**src/wfgd_pkg.sv**
```systemverilog
// Shared types, constants and a helper function of the wait-for graph deadlock detector.
package wfgd_pkg;

  localparam int MaxNodes = 16;
  localparam int NodeW    = $clog2(MaxNodes);
  localparam int CntW     = $clog2(MaxNodes + 1);

  typedef logic [NodeW-1:0]    node_t;
  typedef logic [CntW-1:0]     cnt_t;
  typedef logic [MaxNodes-1:0] row_t;

  typedef enum logic [1:0] {
    StStored   = 2'd0,
    StRejected = 2'd1,
    StClear    = 2'd2,
    StDeadlock = 2'd3
  } status_e;

  typedef struct packed {
    logic done;
    logic deadlock;
  } dfs_stat_t;

  // Index of the lowest set bit; zero when no bit is set.
  function automatic node_t find_first(input row_t vec);
    node_t idx;
    idx = '0;
    for (int k = MaxNodes - 1; k >= 0; k--) begin
      if (vec[k]) begin
        idx = node_t'(k);
      end
    end
    return idx;
  endfunction

endpackage

```
**src/wait_for_graph_deadlock_detect_unit.sv**
```systemverilog
// Top level of the wait-for graph deadlock detector: handshake, edge insertion, result register.
//
// Input beats carry req_type_i, from_node_i and to_node_i under in_valid_i / in_ready_o;
// every input beat yields exactly one output beat on status_o under out_valid_o / out_ready_i.
// An add-edge beat is range checked against num_nodes; a rejected edge goes straight to
// S_RESP, a stored edge does a read-modify-write of its adjacency row in S_ADD_WR and
// then answers. A check beat runs a depth-first search over the adjacency memory: each
// root is tried in a D_ROOT step, and each edge examined and each pop is decided in a D_EVAL
// step, which follows a D_READ step that waits for the registered row memory read.
// One request is in flight at a time, and a new beat is taken as soon as the previous
// result sits in the output register, even while the receiver stalls it.
// cfg_we_i writes num_nodes from cfg_wdata_i; values above 16 act as 16. Write it only
// while no request is outstanding.
// Reset clears the graph through per-row valid bits, sets num_nodes to 16 and empties
// the output register; the block is ready as soon as reset is released.
module wait_for_graph_deadlock_detect_unit (
  input  logic                  clk_i,
  input  logic                  rst_ni,
  input  logic                  in_valid_i,
  output logic                  in_ready_o,
  input  logic                  req_type_i,
  input  logic [3:0]            from_node_i,
  input  logic [3:0]            to_node_i,
  output logic                  out_valid_o,
  input  logic                  out_ready_i,
  output logic [1:0]            status_o,
  input  logic                  cfg_we_i,
  input  logic [4:0]            cfg_wdata_i
);

  typedef enum logic [1:0] {
    S_IDLE,
    S_ADD_WR,
    S_CHECK,
    S_RESP
  } top_state_e;

  top_state_e          state_q;
  logic [4:0]          num_nodes_q;
  wfgd_pkg::status_e   resp_q;
  wfgd_pkg::status_e   status_q;
  logic                out_valid_q;
  wfgd_pkg::node_t     from_q;
  wfgd_pkg::node_t     to_q;

  wfgd_pkg::cnt_t      n_eff;
  logic                in_acc;
  logic                reject;
  logic                out_load;
  logic                ram_we;
  wfgd_pkg::node_t     ram_rd_addr;
  wfgd_pkg::row_t      ram_rd_data;
  wfgd_pkg::row_t      ram_wr_data;
  wfgd_pkg::node_t     dfs_rd_addr;
  wfgd_pkg::dfs_stat_t dfs_stat;

  assign n_eff = (num_nodes_q > 5'(wfgd_pkg::MaxNodes)) ? wfgd_pkg::CntW'(wfgd_pkg::MaxNodes)
                                                        : wfgd_pkg::CntW'(num_nodes_q);
  assign in_ready_o  = (state_q == S_IDLE);
  assign in_acc      = in_valid_i && in_ready_o;
  assign reject      = (wfgd_pkg::CntW'(from_node_i) >= n_eff)
                       || (wfgd_pkg::CntW'(to_node_i) >= n_eff);
  assign out_load    = (state_q == S_RESP) && (!out_valid_q || out_ready_i);
  assign ram_we      = (state_q == S_ADD_WR);
  assign ram_rd_addr = (state_q == S_CHECK) ? dfs_rd_addr : from_node_i;
  assign ram_wr_data = ram_rd_data | (wfgd_pkg::row_t'(1) << to_q);
  assign out_valid_o = out_valid_q;
  assign status_o    = status_q;

  wfgd_adj_ram u_adj_ram (
    .clk_i     (clk_i),
    .rst_ni    (rst_ni),
    .rd_addr_i (ram_rd_addr),
    .rd_data_o (ram_rd_data),
    .we_i      (ram_we),
    .wr_addr_i (from_q),
    .wr_data_i (ram_wr_data)
  );

  wfgd_dfs u_dfs (
    .clk_i       (clk_i),
    .rst_ni      (rst_ni),
    .start_i     (in_acc && req_type_i),
    .num_nodes_i (n_eff),
    .rd_addr_o   (dfs_rd_addr),
    .rd_data_i   (ram_rd_data),
    .stat_o      (dfs_stat)
  );

  always_ff @(posedge clk_i or negedge rst_ni) begin
    if (!rst_ni) begin
      num_nodes_q <= 5'(wfgd_pkg::MaxNodes);
    end else if (cfg_we_i) begin
      num_nodes_q <= cfg_wdata_i;
    end
  end

  always_ff @(posedge clk_i) begin
    if (in_acc) begin
      from_q <= from_node_i;
      to_q   <= to_node_i;
    end
  end

  always_ff @(posedge clk_i or negedge rst_ni) begin
    if (!rst_ni) begin
      state_q     <= S_IDLE;
      resp_q      <= wfgd_pkg::StStored;
      status_q    <= wfgd_pkg::StStored;
      out_valid_q <= 1'b0;
    end else begin
      if (out_load) begin
        out_valid_q <= 1'b1;
      end else if (out_valid_q && out_ready_i) begin
        out_valid_q <= 1'b0;
      end
      unique case (state_q)
        S_IDLE: begin
          if (in_acc) begin
            if (req_type_i) begin
              state_q <= S_CHECK;
            end else if (reject) begin
              resp_q  <= wfgd_pkg::StRejected;
              state_q <= S_RESP;
            end else begin
              state_q <= S_ADD_WR;
            end
          end
        end
        S_ADD_WR: begin
          resp_q  <= wfgd_pkg::StStored;
          state_q <= S_RESP;
        end
        S_CHECK: begin
          if (dfs_stat.done) begin
            resp_q  <= dfs_stat.deadlock ? wfgd_pkg::StDeadlock : wfgd_pkg::StClear;
            state_q <= S_RESP;
          end
        end
        S_RESP: begin
          if (out_load) begin
            status_q <= resp_q;
            state_q  <= S_IDLE;
          end
        end
        default: state_q <= S_IDLE;
      endcase
    end
  end

endmodule

```
**src/wfgd_adj_ram.sv**
```systemverilog
// Adjacency row memory with per-row valid bits and a registered read port.
module wfgd_adj_ram (
  input  logic            clk_i,
  input  logic            rst_ni,
  input  wfgd_pkg::node_t rd_addr_i,
  output wfgd_pkg::row_t  rd_data_o,
  input  logic            we_i,
  input  wfgd_pkg::node_t wr_addr_i,
  input  wfgd_pkg::row_t  wr_data_i
);

  wfgd_pkg::row_t mem [wfgd_pkg::MaxNodes];
  logic [wfgd_pkg::MaxNodes-1:0] row_vld_q;
  wfgd_pkg::row_t rd_data_q;
  logic           rd_vld_q;

  always_ff @(posedge clk_i or negedge rst_ni) begin
    if (!rst_ni) begin
      row_vld_q <= '0;
    end else if (we_i) begin
      row_vld_q[wr_addr_i] <= 1'b1;
    end
  end

  always_ff @(posedge clk_i) begin
    if (we_i) begin
      mem[wr_addr_i] <= wr_data_i;
    end
    rd_data_q <= mem[rd_addr_i];
    rd_vld_q  <= row_vld_q[rd_addr_i];
  end

  assign rd_data_o = rd_vld_q ? rd_data_q : '0;

endmodule

```
**src/wfgd_dfs.sv**
```systemverilog
// Depth-first search engine with an explicit path stack over the adjacency memory.
module wfgd_dfs (
  input  logic                clk_i,
  input  logic                rst_ni,
  input  logic                start_i,
  input  wfgd_pkg::cnt_t      num_nodes_i,
  output wfgd_pkg::node_t     rd_addr_o,
  input  wfgd_pkg::row_t      rd_data_i,
  output wfgd_pkg::dfs_stat_t stat_o
);

  typedef enum logic [1:0] {
    D_IDLE,
    D_ROOT,
    D_READ,
    D_EVAL
  } dfs_state_e;

  dfs_state_e          state_q;
  wfgd_pkg::cnt_t      root_q;
  wfgd_pkg::cnt_t      depth_q;
  wfgd_pkg::row_t      visited_q;
  wfgd_pkg::row_t      on_path_q;
  wfgd_pkg::dfs_stat_t stat_q;

  wfgd_pkg::node_t stk_node_q [wfgd_pkg::MaxNodes];
  wfgd_pkg::cnt_t  stk_next_q [wfgd_pkg::MaxNodes];

  wfgd_pkg::cnt_t  top_full;
  wfgd_pkg::node_t top;
  wfgd_pkg::node_t top_node;
  wfgd_pkg::cnt_t  top_next;
  wfgd_pkg::node_t push_idx;
  wfgd_pkg::node_t root_node;
  wfgd_pkg::row_t  cand;
  wfgd_pkg::node_t nxt;
  logic            push_root;
  logic            push_nxt;
  logic            adv_top;
  logic            fin_clear;
  logic            fin_dead;

  assign top_full  = depth_q - wfgd_pkg::CntW'(1);
  assign top       = top_full[wfgd_pkg::NodeW-1:0];
  assign top_node  = stk_node_q[top];
  assign top_next  = stk_next_q[top];
  assign push_idx  = depth_q[wfgd_pkg::NodeW-1:0];
  assign root_node = root_q[wfgd_pkg::NodeW-1:0];

  always_comb begin
    for (int k = 0; k < wfgd_pkg::MaxNodes; k++) begin
      cand[k] = rd_data_i[k] && (wfgd_pkg::CntW'(k) < num_nodes_i)
                && (wfgd_pkg::CntW'(k) >= top_next);
    end
  end

  assign nxt       = wfgd_pkg::find_first(cand);
  assign push_root = (state_q == D_ROOT) && (root_q < num_nodes_i) && !visited_q[root_node];
  assign adv_top   = (state_q == D_EVAL) && (cand != '0);
  assign push_nxt  = adv_top && !visited_q[nxt];
  assign fin_clear = (state_q == D_ROOT) && (root_q >= num_nodes_i);
  assign fin_dead  = adv_top && !push_nxt && on_path_q[nxt];
  assign rd_addr_o = top_node;
  assign stat_o    = stat_q;

  always_ff @(posedge clk_i) begin
    if (adv_top) begin
      stk_next_q[top] <= wfgd_pkg::CntW'(nxt) + wfgd_pkg::CntW'(1);
    end
    if (push_root) begin
      stk_node_q[push_idx] <= root_node;
      stk_next_q[push_idx] <= '0;
    end else if (push_nxt) begin
      stk_node_q[push_idx] <= nxt;
      stk_next_q[push_idx] <= '0;
    end
  end

  always_ff @(posedge clk_i or negedge rst_ni) begin
    if (!rst_ni) begin
      state_q   <= D_IDLE;
      root_q    <= '0;
      depth_q   <= '0;
      visited_q <= '0;
      on_path_q <= '0;
      stat_q    <= '0;
    end else begin
      stat_q <= '{done: fin_clear || fin_dead, deadlock: fin_dead};
      unique case (state_q)
        D_IDLE: begin
          if (start_i) begin
            visited_q <= '0;
            on_path_q <= '0;
            depth_q   <= '0;
            root_q    <= '0;
            state_q   <= D_ROOT;
          end
        end
        D_ROOT: begin
          if (root_q >= num_nodes_i) begin
            state_q <= D_IDLE;
          end else begin
            root_q <= root_q + wfgd_pkg::CntW'(1);
            if (push_root) begin
              visited_q[root_node] <= 1'b1;
              on_path_q[root_node] <= 1'b1;
              depth_q              <= depth_q + wfgd_pkg::CntW'(1);
              state_q              <= D_READ;
            end
          end
        end
        D_READ: begin
          state_q <= D_EVAL;
        end
        D_EVAL: begin
          if (!adv_top) begin
            on_path_q[top_node] <= 1'b0;
            depth_q             <= top_full;
            state_q             <= (top_full == '0) ? D_ROOT : D_READ;
          end else if (push_nxt) begin
            visited_q[nxt] <= 1'b1;
            on_path_q[nxt] <= 1'b1;
            depth_q        <= depth_q + wfgd_pkg::CntW'(1);
            state_q        <= D_READ;
          end else if (on_path_q[nxt]) begin
            state_q <= D_IDLE;
          end else begin
            state_q <= D_READ;
          end
        end
        default: state_q <= D_IDLE;
      endcase
    end
  end

endmodule

```
**config.mk**
```make
export PLATFORM = sky130hd
export DESIGN_NAME = wait_for_graph_deadlock_detect_unit
export DESIGN_NICKNAME = d
export VERILOG_FILES = /design/src/wfgd_pkg.sv /design/src/wait_for_graph_deadlock_detect_unit.sv /design/src/wfgd_adj_ram.sv /design/src/wfgd_dfs.sv
export SDC_FILE = /design/constraint.sdc
export NUM_CORES = 1
export LEC_CHECK = 0
export BUFFER_PORTS_ARGS = -buffer_cell sky130_fd_sc_hd__buf_2
export CORE_MARGIN = 2
export CORE_UTILIZATION = 40
export DETAILED_ROUTE_END_ITERATION = 8
export GPL_TIMING_DRIVEN = 0
export PLACE_DENSITY_LB_ADDON = 0.15
export SETUP_SLACK_MARGIN = 0.4
export SLEW_MARGIN = 40
export SYNTH_ARGS = -nofsm -noshare
export SYNTH_HDL_FRONTEND = slang
export SYNTH_HIERARCHICAL = 1
export SYNTH_SLANG_ARGS = --single-unit
export TNS_END_PERCENT = 50
```
**constraint.sdc**
```tcl
create_clock -name clk_i -period 8.1 [get_ports clk_i]
set_input_delay 1.215 -clock clk_i [delete_from_list [all_inputs] [get_ports clk_i]]
set_output_delay 1.215 -clock clk_i [all_outputs]
set_load 0.03 [all_outputs]
```
==> flow_summary_export.csv, run 1 <==
group,metric,value,unit
floorplan,placementRows,87,
floorplan,die_w,244,um
sta,hold_violations,0,
yosys,synth_edf_count,328,
critical_path,crit_required,8390,ps
sta,rsz0062_at_grt,"no",
sta,tightestPinTransition,843,ps
place,place_hpwl,44400,um
floorplan,io_pins,23,
critical_path,r2r_end,"u_dfs/stk_node_q[13][3]",
detailed_routing,vias_per_cell,5.84,
sta,setup_viol_count_final,0,
critical_path,path_max_fanout,10,
detailed_routing,drt_wl_total,63500,um
detailed_routing,drc_errors,0,
critical_path,r2r-start,"u_dfs/depth_q[0]",
sta,period_share,90.4,%
critical_path,critPathArrivalTime,7620,ps
detailed_routing,antenna_left,0,
global_route,grtUsageTotal,21.4,%
global_route,grt_pass1_vias,15400,
floorplan,fp.coreArea,56600,um^2
layout,nNetsFinal,1816,
critical_path,start_kind,"flop",
global_route,antenna_found_initial,0,
clocking,clk_latency,630,ps
layout,drive_gt1_share,21.2,%
place,dp_slack,342,ps
critical_path,reg2regPathDepth,22,
critical_path,path_class,"flop to flop",
floorplan,dieHeight,244,um
yosys,ys_seq_area_share,59.4,%
detailed_routing,first_pass_iters,5,
clocking,cts.sinks,499,
layout,area_delta_synth_final,15.1,%
sta,slew_headroom,43.3,%
clocking,cts.htree.levels,2,
place,port_buffers,22,
yosys,synth_ff_type,"edfxtp_1",
yosys,syn_area,23000,um^2
detailed_routing,drt_iter0_drc,1212,
place,placed_area,24500,um^2
floorplan,die_area,59300,um^2
clocking,clockBufferDepth,3,
layout,antenna_cells,0,
yosys,netlist_instances,1659,
layout,stdcell_area,26400,um^2
yosys,synthesis.nets,1710,
place,routabilityCongestion,0.889,
floorplan,initial_utilization,40.6,%
sta,layout_setup_ws,776,ps
global_route,grt_pass1_wl,95900,um
detailed_routing,dr_total_vias,15000,
yosys,ys.warnings.count,6,
yosys,syn_area_per_cell,13.8,um^2
clocking,tritoncts,"done",
detailed_routing,wire_per_inst,24.7,um
sta,finClkSkew,45.2,ps
flow_run,drv_cap,0,
run_status,outcome,"finished clean",
clocking,cts_setup_buffers,0,
sta,maxSlewViolCount,0,
clocking,path_clk_slew,60,ps
sta,hold_ws,455,ps
critical_path,endpoint_kind,"flop",
sta,period_needed,7320,ps
clocking,cts_root_buf,"clkbuf_16",
hold_path,hp-class,"input pin to asynchronous set/reset pin",
yosys,ys_seq_elements,499,
global_route,grt_max_degree,53,
clocking,cts_made_buffers,55,
sta,max_freq,0.137,GHz
yosys,synth_cell_types,87,
critical_path,r2r_slack,780,ps
global_route,overflow,0,
yosys,async_reset_ff_share,14.8,%
## what timing repair did
action,in CTS,in global routing
gates resized for setup,1,11
hold buffers,0,0
pin swaps,0,0
setup endpoints to repair,2,115
cloned,0,0
## critical path, cell delays in order, from the launching register on
cell	delay, ps
dfrtp_1	450
buf_6	250
buf_6	210
buf_2	360
inv_1	210
ha_1	320
buf_2	300
buf_2	360
mux4_2	340
mux2i_1	420
mux2i_1	230
buf_2	250
a311oi_1	380
a21oi_1	200
a211oi_1	340
o32ai_1	190
buf_4	240
a2111oi_1	560
a211o_2	270
nand4_2	160
nand2_2	230
clkbuf_1	330
and3_1	370
## logic make-up after synthesis
| kind of cell | Yosys count | share of synthesized area, % |
|---|---|---|
| mux | 206 | 15.5 |
| compound gates | 370 | 11.3 |
| simple gates | 381 | 8.36 |
| xor+xnor | 9 | 0.425 |
| flops | 499 | 59.4 |
| fa+ha+maj | 32 | 1.74 |
| buf+inv | 162 | 3.26 |
## metal layers
metal  vias to the layer above  track usage (%)  wire length [um]
li1                       6710                -                 -
met1                      7612             28.0             27000
met2                       506             34.9             30000
met3                       152             3.66              3560
met4                         0             10.3              2940
met5                         -                0                 0
## final cells by class
| cell class | count | area (um^2) |
|---|---|---|
| fill | 5050 | 30200 |
| sequential | 499 | 13600 |
| multi-input combinational | 998 | 8740 |
| clock buffer | 75 | 1540 |
| tap | 756 | 946 |
| buffer | 119 | 594 |
| timing repair buffer | 49 | 468 |
| clock inverter | 28 | 327 |
| inverter | 43 | 161 |
## worst max path at each step
| stage | cells past startpoint | slack, ps | startpoint | end |
|---|---|---|---|---|
| 2_1_floorplan | 20 | 1830 | u_dfs/depth_q[0] | u_dfs/stk_node_q[0][0] |
| 3_5_place_dp | 24 | 340 | u_dfs/depth_q[0] | u_dfs/on_path_q[10] |
| 6_report | 22 | 780 | u_dfs/depth_q[0] | u_dfs/stk_node_q[13][3] |
| 5_1_grt | 22 | 410 | u_dfs/depth_q[0] | u_dfs/stk_node_q[7][2] |
| 4_1_cts | 23 | 410 | u_dfs/depth_q[0] | u_dfs/stk_next_q[9][2] |
| 3_3_place_gp | 21 | -600 | u_dfs/depth_q[0] | u_dfs/stk_node_q[11][0] |
## placed cells by master, fill, tap and decap left out, types with 29 or more instances in the layout
cell type and n:
o21ai_0 49, nor2_1 67, inv_1 43, a21oi_1 49, ha_1 32, mux4_2 112, dfrtp_1 73, a31oi_1 89
clkbuf_16 55, buf_2 54, mux2i_1 70, clkbuf_1 75, nand2_1 104, dfxtp_1 97, and2_1 29, nor3_1 31
edfxtp_1 328, a22oi_1 39
## flip-flops by register name, indices dropped and copies added (netlist names), 4 cells and up
name / cells
u_dfs/stk_node_q: 64
u_adj_ram/row_vld_q: 16
u_dfs/visited_q: 16
u_dfs/depth_q: 5
u_adj_ram/mem: 256
to_q: 4
u_dfs/root_q: 5
num_nodes_q: 5
u_dfs/on_path_q: 16
u_dfs/stk_next_q: 80
from_q: 4
u_adj_ram/rd_data_q: 16
## per-stage QoR
stage	std cells	TNS [ps]	utilization, %
5_1_grt	2567	0	46.7
6_report	2567	0	46.7
4_1_cts	2567	0	46.6
2_1_floorplan	1659	0	-
3_3_place_gp	2437	-17090	42.4
3_5_place_dp	2464	0	43.3
## cell usage after synthesis, drive strengths merged, types with 6 or more instances
master | number | area [um^2]
edfxtp | 328 | 9850
mux4 | 115 | 2600
nand2 | 105 | 397
dfxtp | 97 | 1940
a31oi | 90 | 569
nor2 | 80 | 308
mux2i | 74 | 761
dfrtp | 73 | 1830
clkbuf | 68 | 255
o21ai | 52 | 264
a21oi | 51 | 259
buf | 51 | 333
inv | 43 | 161
a22oi | 41 | 335
nor3 | 38 | 201
ha | 32 | 400
and2 | 29 | 181
a21o | 27 | 203
and3 | 26 | 163
nand3 | 22 | 120
a211oi | 21 | 168
nor2b | 20 | 125
or2 | 18 | 113
mux2 | 17 | 191
a22o | 15 | 133
and4 | 9 | 78.8
nand2b | 9 | 56.3
a31o | 8 | 70.1
nand4 | 8 | 56.3
a2111oi | 6 | 65.1
a311oi | 6 | 52.6
nor4 | 6 | 37.5
o211a | 6 | 60.1
o31ai | 6 | 50.1
xor2 | 6 | 71.3
Power of run 1 is not shown: default switching activity piles up to over one toggle a cycle in this logic, so the estimate is an artifact.
==> run 2, diff against run 1 <==
MAX_ROUTING_LAYER = met4   (was default)
==> flow_summary_export.csv, run 2 (synthesized netlist as in run 1, its figures left out) <==
group,metric,value,unit
clocking,clk_latency,640,ps
sta,layout_setup_ws,788,ps
critical_path,endpoint,"u_dfs/stk_node_q[13][2]",
global_route,overflow,0,
clocking,cts_setup_buffers,0,
floorplan,die_area,59300,um^2
critical_path,path_max_fanout,10,
clocking,clockBufferDepth,3,
global_route,grt_pass1_vias,15100,
critical_path,path_class,"flop to flop",
place,place_hpwl,45000,um
layout,final_cell_mix,"328 x edfxtp_1, 112 x mux4_2, 104 x nand2_1",
floorplan,io_pins,23,
sta,slew_headroom,38.0,%
floorplan,placementRows,87,
layout,antenna_cells,0,
layout,largest_register,"u_adj_ram/mem",
critical_path,max_stage_delay,530,ps
detailed_routing,wire_per_inst,25.0,um
critical_path,cpMostUsedCell,"buf_2",
detailed_routing,drc_errors,0,
detailed_routing,first_pass_iters,5,
detailed_routing,drt_wl_total,64100,um
layout,area_delta_synth_final,14.9,%
hold_path,hp-class,"flop to flop",
critical_path,cpMaxStageDelayCell,"a2111oi_0",
critical_path,endpoint_kind,"flop",
clocking,cts_root_buf,"clkbuf_16",
floorplan,dieHeight,244,um
critical_path,r2r_end,"u_dfs/stk_node_q[13][2]",
hold_path,hold_path_depth,1,
critical_path,crit_required,8400,ps
critical_path,startpoint,"u_dfs/depth_q[0]",
critical_path,cp_num_cells,22,
sta,rsz0062_at_grt,"no",
critical_path,r2r-start,"u_dfs/depth_q[0]",
layout,drive_gt1_share,21.0,%
layout,final_common_cell,"edfxtp_1",
detailed_routing,vias_per_cell,5.82,
clocking,cts_made_buffers,55,
global_route,antenna_found_initial,1,
detailed_routing,drt_iter0_drc,1467,
layout,reg_top3,"u_adj_ram/mem: 256 flops, u_dfs/stk_next_q: 80 flops, u_dfs/stk_node_q: 64 flops",
clocking,cts_hold_buf,0,
detailed_routing,dr_total_vias,14900,
sta,hold_violations,0,
clocking,path_clk_slew,60,ps
sta,maxSlewViolCount,0,
clocking,cts.sinks,499,
critical_path,start_kind,"flop",
floorplan,fp.coreArea,56600,um^2
critical_path,critPathArrivalTime,7610,ps
sta,tightestPinTransition,918,ps
critical_path,cp_cell_sequence,"buf_6 -> buf_6 -> clkbuf_4 -> inv_1 -> ha_1 -> buf_2 -> buf_2 -> mux4_2 -> mux2i_1 -> mux2i_2 -> buf_2 -> a311oi_1 -> a21oi_1 -> a211oi_1 -> o32ai_1 -> buf_4 -> a2111oi_0 -> a211o_2 -> nand4_2 -> nand2_2 -> clkbuf_1 -> and3_1",
sta,finClkSkew,53.7,ps
sta,period_needed,7310,ps
critical_path,r2r_slack,790,ps
floorplan,initial_utilization,40.6,%
global_route,grt_max_degree,44,
place,routabilityCongestion,0.899,
global_route,grt_pass1_wl,96900,um
global_route,grtUsageTotal,22.2,%
critical_path,reg2regPathDepth,22,
layout,fillers,5087,
layout,largest_reg_flops,256,
floorplan,die_w,244,um
clocking,tritoncts,"done",
sta,setup_viol_count_final,0,
run_status,outcome,"finished clean",
flow_run,drv_cap,0,
place,port_buffers,22,
critical_path,crit_family,"buffers and inverters",
sta,period_share,90.3,%
detailed_routing,antenna_left,0,
place,dp_slack,177,ps
critical_path,cp.buffers_inverters,9,
clocking,cts.htree.levels,2,
sta,max_freq,0.137,GHz
layout,nNetsFinal,1816,
run 2: how the worst min path moves through the flow:
stage / startpoint / endpoint
finish: u_adj_ram/row_vld_q[10] / u_adj_ram/row_vld_q[10]
global route: rst_ni / num_nodes_q[1]
CTS: rst_ni / num_nodes_q[1]
detailed placement: u_adj_ram/row_vld_q[10] / u_adj_ram/row_vld_q[10]
global placement: u_adj_ram/row_vld_q[14] / u_adj_ram/row_vld_q[14]
floorplan: u_adj_ram/row_vld_q[10] / u_adj_ram/row_vld_q[10]
run 2: repair_timing:
action | CTS | global route
pin swaps | 0 | 0
endpoints found under the setup margin | 11 | 117
gates resized for setup | 1 | 9
run 2: routing by layer:
metal	vias up	wire length, um	GRT usage, %
li1	6698	-	-
met1	7704	27800	28.9
met2	437	31500	36.3
met3	110	3060	3.03
met4	0	1760	6.80
met5	-	0	-
run 2: metrics by stage:
| stage | util, % | instances | hold WS, ps | setup TNS (ps) | area [um^2] |
|---|---|---|---|---|---|
| floorplan | - | 1659 | 434 | 0 | 23000 |
| global placement | 42.4 | 2437 | 447 | -23140 | 24000 |
| detailed placement | 43.3 | 2464 | 451 | 0 | 24500 |
| CTS | 46.5 | 2567 | 460 | 0 | 26300 |
| global route | 46.6 | 2567 | 479 | 0 | 26400 |
| finish | 46.6 | 2567 | 463 | 0 | 26400 |
run 2: worst reg2reg max path: cells and delay by family, from the launching register on:
kind,cells,cell delay (ps)
AND/OR/NAND/NOR,3,820
AO/OA/AOI/OAI,6,1890
adder cells (fa/ha/maj),1,310
multiplexers,3,1070
buffers and inverters,9,2490
flip-flops,1,460
run 2: area by class of cell:
class | count | area, um^2 | area share (%)
sequential | 499 | 13600 | 51.7
multi-input combinational | 998 | 8720 | 33.1
clock buffer | 74 | 1510 | 5.73
tap | 756 | 946 | 3.59
buffer | 119 | 597 | 2.26
timing repair buffer | 49 | 455 | 1.73
clock inverter | 29 | 327 | 1.24
inverter | 43 | 161 | 0.612
Power of run 2 is left out for the same reason.
